**src/rtl/gn3_ram.sv**
```systemverilog
// Generic RAM: one write port, two registered read ports.
// No dependencies; holds the permutation table copies of the noise core.
`default_nettype none

module gn3_ram #(
    parameter int WIDTH = 8,
    parameter int DEPTH = 256,
    localparam int AW = $clog2(DEPTH)
) (
    input  logic             clk,
    input  logic             wr_en,
    input  logic [AW-1:0]    wr_addr,
    input  logic [WIDTH-1:0] wr_data,
    input  logic             rd_en,
    input  logic [AW-1:0]    rd_addr0,
    input  logic [AW-1:0]    rd_addr1,
    output logic [WIDTH-1:0] rd_data0,
    output logic [WIDTH-1:0] rd_data1
);

    logic [WIDTH-1:0] mem_reg [DEPTH];
    logic [WIDTH-1:0] rd_data0_reg;
    logic [WIDTH-1:0] rd_data1_reg;

    always_ff @(posedge clk)
    begin
        if (wr_en)
        begin
            mem_reg[wr_addr] <= wr_data;
        end
        if (rd_en)
        begin
            rd_data0_reg <= mem_reg[rd_addr0];
            rd_data1_reg <= mem_reg[rd_addr1];
        end
    end

    assign rd_data0 = rd_data0_reg;
    assign rd_data1 = rd_data1_reg;

endmodule

`default_nettype wire

```
**config.mk**
```make
export PLATFORM = sky130hd
export DESIGN_NAME = gn3_ram
export DESIGN_NICKNAME = d
export VERILOG_FILES = /design/src/rtl/gn3_ram.sv
export SDC_FILE = /design/constraint.sdc
export NUM_CORES = 2
export LEC_CHECK = 0
export BUFFER_PORTS_ARGS = -buffer_cell sky130_fd_sc_hd__buf_2
export CORE_UTILIZATION = 40
export CTS_CLUSTER_SIZE = 12
export DETAILED_ROUTE_END_ITERATION = 7
export GPL_TIMING_DRIVEN = 0
export SLEW_MARGIN = 5
export SYNTH_ARGS = -nofsm -noshare
export SYNTH_HDL_FRONTEND = slang
export SYNTH_SLANG_ARGS = --single-unit
export TNS_END_PERCENT = 10
```
**constraint.sdc**
```tcl
create_clock -name clk -period 3.35 [get_ports clk]
set_input_delay 0 -clock clk [delete_from_list [all_inputs] [get_ports clk]]
set_output_delay 0 -clock clk [all_outputs]
set_load 0.1 [all_outputs]
```
=== After elaboration in Yosys (flattened, before gate mapping) ===
Memories as Yosys holds them, arrays and structs flattened. A register that Yosys moved wholly into a read port is not among the register bits.
Index checks and enable logic that the tools add are counted.

* Bits in writable memories: 2048
* Register bits after elaboration: 0
* Memories: 1

{| class="wikitable"
|+ Memory list
! name !! depth !! width !! read ports !! clocked after memory_dff !! write ports !! RTL line !! text
|-
| mem_reg || 256 || 8 || 2 || 2 || 1 || 21 || <nowiki>logic [WIDTH-1:0] mem_reg [DEPTH];</nowiki>
|}

* Mux-type cells: 2

{| class="wikitable"
|+ Operators with widths
! operator !! number
|-
| 1-bit two-way mux || 2
|}

=== Logic depth before layout (Yosys ltp) ===
* Depth after elaboration: 2
* Gate-level depth with buffers: 12
* Gate-level depth less buffers: 6

=== Worst setup path after synthesis ===
Ideal clock, no wire load.

* Path type: input to register
* Start point: input rd_addr1[0]
* End point: register rd_data1_reg[0] (netlist: rd_data1[0]), read port of mem_reg (data pin)
* Arrival: 1.901 ns
* Stages on the path: 9
* Setup time: 0.277 ns
* Path buffers: 3
* Slack: 1.172 ns
* Path through: buf_4 buf_6 buf_2 mux4_2 mux4_2 nand2_1 a21oi_1 a21oi_1 a221oi_2

{| class="wikitable"
|+ RTL lines
! what !! RTL line !! text
|-
| start: declaration || 16 || <nowiki>input logic [AW-1:0] rd_addr1,</nowiki>
|-
| end: declaration || 23 || <nowiki>logic [WIDTH-1:0] rd_data1_reg;</nowiki>
|}

==> summary by stage <==
Status
The run finished, with violations left. The final reports fail on capacitance limit, slew limit, setup timing.

Drt
The highest metal layer carrying signal wires in the routed design is met5. The post-detailed-route via-to-cell ratio is 7.44. For this block, the routed nets add up to approximately 500,000 um of wire.

The via count of the routed design is 63,819. The wire length on met3 is 75,700 um. The DRC violation total after the first TritonRoute iteration is 12,706. The count of nets left with antenna violations once routing finished came out at 0. For this run, the detailed router's first-pass iteration total came to 8. In the routed design, unresolved DRC markers number 0. The total length of routed met2 wires is 202,000 um. The sum of routed wire segments on met1 is 168,000 um.

In the final routed layout, each cell accounts on average for 57.1 um.

Finish
The filler-free cell count of the finished design is 8,581. The library cells used most frequently in the layout, excluding fill and tap cells, are edfxtp_1, mux4_2, nor2_1. The signed area change from the synthesized netlist to the final layout is 13.7%. The commonest non-fill, non-tap cell in the layout is edfxtp_1. The final design area excluding fillers is 0.110 mm^2. The final core area utilization is 45.8%. The fraction of final layout cells with drive strength greater than 1 is 35.0%. The layout filler cell count is 20,301.

The final layout contains 5,207 nets. The register with the most flip-flops in the layout has around 2,000 of them.

Yosys
The count of warnings emitted by yosys is 0. Synthesis produced a netlist with a net count of between 4,000 and 5,000. Counting flops and latches in the post-synthesis netlist gives 2,064. After synthesis, the mean cell area works out to 20.0 um^2. Sorting the synthesized cells by area gives the leading types as edfxtp_1, mux4_2, mux2i_1. The leading register cell type out of synthesis is edfxtp_1. The number of enable flip-flop cells after synthesis is 2,064. The biggest area contributor in the post-synthesis netlist is edfxtp_1. The post-synthesis cell type count is 64. The synthesized netlist occupies a cell area of 0.0971 mm^2. The cell count after synthesis came out at between 4,000 and 5,000.

The share of flip-flops with an asynchronous set or reset after synthesis is 0%. The fraction of post-synthesis cell area in the top cell type by area is 63.8%. The share of synthesized area occupied by flip-flops and latches is 63.8%.

STA
Setup repair after global routing could not meet its margin everywhere. For the final routed database, the setup TNS stands at -26.91 ns. The count of final setup violators is 191.

Static timing analysis puts the maximum clock frequency at between 0.2 and 0.3 GHz. The setup clock skew after layout is 0.0651 ns. The worst max-slew margin expressed relative to the limit is -8.70%. The number of hold violations in the final report came to 0. At the pin with the least slew margin, the transition time is 1.63 ns.

For the finished layout, the period the worst path requires is 3.87 ns. The number of pins with negative max-slew slack in the final report is 22. Across all setup checks in the final design, the least slack found is -0.524 ns.

After layout, the worst path uses 116% of the clock period. On the final layout, the worst hold slack is 0.0571 ns.

CTS
The total number of H-tree levels is 4. In this run the deepest clock path goes through 3 buffers. After clock tree synthesis, the clock-pin slew on the worst setup and hold paths is ~0.06 ns. The clock latency of the later-clocked register in the worst-skew pair is 0.94 ns.

The number of clock sinks is 2,064. The clock tree from TritonCTS is done. The clock buffer count from CTS is roughly 230.

Clock tree synthesis selected as its root buffer the cell clkbuf_16. The setup fix buffers added after clock tree synthesis is 0.

GRT
The largest net degree at the start of global routing is about 150. The initial antenna violation count was 56. Global routing used roughly two fifths of the available tracks across all layers.

The via count of the first global-routing pass is 59,277. The final global-route overflow total is 0. The first global-routing pass estimated a little over 600,000 um of wire.

Critical path
The worst setup path is of the primary input to register kind. The maximum fanout encountered on the critical timing path is 10. STA classifies the critical path endpoint as a register.

For the worst setup path, the data required time is approximately 4 ns. The arrival time of data at the critical path endpoint is 4.45 ns. The worst setup path is launched from a primary input.

Power
The total power density per cell area is 550 mW/mm^2. The leakage component of the power is roughly 34 nW. VDD sags by at most around 0.55 mV. Summed over all nets, the switching power comes to between 15 and 20 mW.

Registers are responsible for ~47% of the overall power. The internal power contribution is about 44 mW. The relative contribution of combinational cells to total power is 11.8%.

The clock network is responsible for about two fifths of the overall power. The switching part of the total is 27.0%. The total chip power is around 61 mW.

Die
The floorplan step set the die height to 495 um. Measured along the x axis, the die boundary spans 495 um. The die covers 0.245 mm^2.

The area of the core is between 0.2 and 0.25 mm^2. During I/O placement, the number of pins put on the boundary was 51. The effective utilization at floorplan is 40.3%. After floorplanning, the core was divided into 180 placement rows.

Place
The estimated wirelength of the detail-placed design is 347,000 um. The area of placed instances is 0.103 mm^2. During placement, the flow inserted port buffers numbering 40.

The weighted congestion reported at the end of routability-driven placement is around 1.1. Counting tap cells, the placed design contains a total of ~8,100 instances. The worst setup timing slack at the placement stage is -2.87 ns.

Job
The max-capacitance violation count is 6.

Worst hold path
The min-delay analysis places its worst path in the category primary input to register.
-- Yosys cell counts (all sizes together), types with 9 or more instances --
| master | n |
|---|---|
| o31ai | 11 |
| nor2b | 27 |
| edfxtp | 2064 |
| a22oi | 62 |
| nand3 | 52 |
| mux2i | 236 |
| a221oi | 37 |
| a22o | 22 |
| nand4 | 13 |
| o221ai | 67 |
| nor2 | 299 |
| a221o | 10 |
| a2bb2oi | 9 |
| a21oi | 79 |
| buf | 258 |
| o211ai | 13 |
| nand2b | 11 |
| and2 | 12 |
| nor3 | 21 |
| clkbuf | 137 |
| mux4 | 1051 |
| nand2 | 114 |
| mux2 | 38 |
| a211oi | 28 |
| o22ai | 48 |
| o21ai | 37 |
-- cells by family after synthesis --
kind of cell | synth area share, %
and+or+nand+nor | 2.69
AOI/OAI and AO/OA | 3.53
muxes | 27.2
DFF | 63.8
buffers and inverters | 2.73
-- routing by layer --
layer  GRT usage [%]  vias up
met2            55.2     6229
li1                -    21797
met4            28.5       42
met3            18.4     1450
met5            1.53        -
met1            48.8    34301
-- path summary, 6_finish.rpt --
check,cells past startpoint,slack [ns],startpoint,end
worst max register to register,5,-0.08,mem_reg[11][3],rd_data1[3]
worst min register to register,6,1.38,mem_reg[93][2],rd_data1[2]
worst max-delay path,9,-0.52,rd_addr1[2],rd_data1[7]
worst min-delay path,3,0.06,wr_data[7],mem_reg[33][7]
-- power by group through the flow --
stage	Sequential [mW]	Combinational [mW]	Clock (mW)
after floorplan	29.3	2.82	0
after global placement	29.2	6.47	0
after detailed placement	29.1	6.62	0
after CTS	28.5	6.73	24.8
after global routing	28.5	6.90	25.7
final	28.5	7.16	25.0
-- worst max-delay path, cell delays in order --
cell and delay, ns:
buf_2 0.25, buf_4 0.33, buf_6 0.30, buf_2 0.70
clkbuf_4 0.60, clkbuf_2 0.67, a211oi_2 0.42, a211oi_2 0.83
a311oi_2 0.27
-- cell type report --
| type | count | area (um^2) | area share (%) |
|---|---|---|---|
| Sequential cell | 2064 | 62000 | 56.1 |
| Clock inverter | 134 | 1320 | 1.19 |
| Tap cell | 3185 | 3990 | 3.61 |
| Inverter | 6 | 23.8 | 0.0215 |
| Antenna cell | 38 | 95.1 | 0.0861 |
| Buffer | 393 | 2840 | 2.57 |
| Clock buffer | 280 | 5880 | 5.32 |
| Timing Repair Buffer | 99 | 1440 | 1.31 |
| Multi-Input combinational cell | 2382 | 32900 | 29.8 |
-- repair_timing --
action,in CTS,in global routing
setup endpoints to repair,16,44
pin swaps,3,0
hold buffers,14,0
endpoints found under the hold margin,1251,0
resized for setup,112,7
No activity file was read; power rests on OpenSTA's default activity.
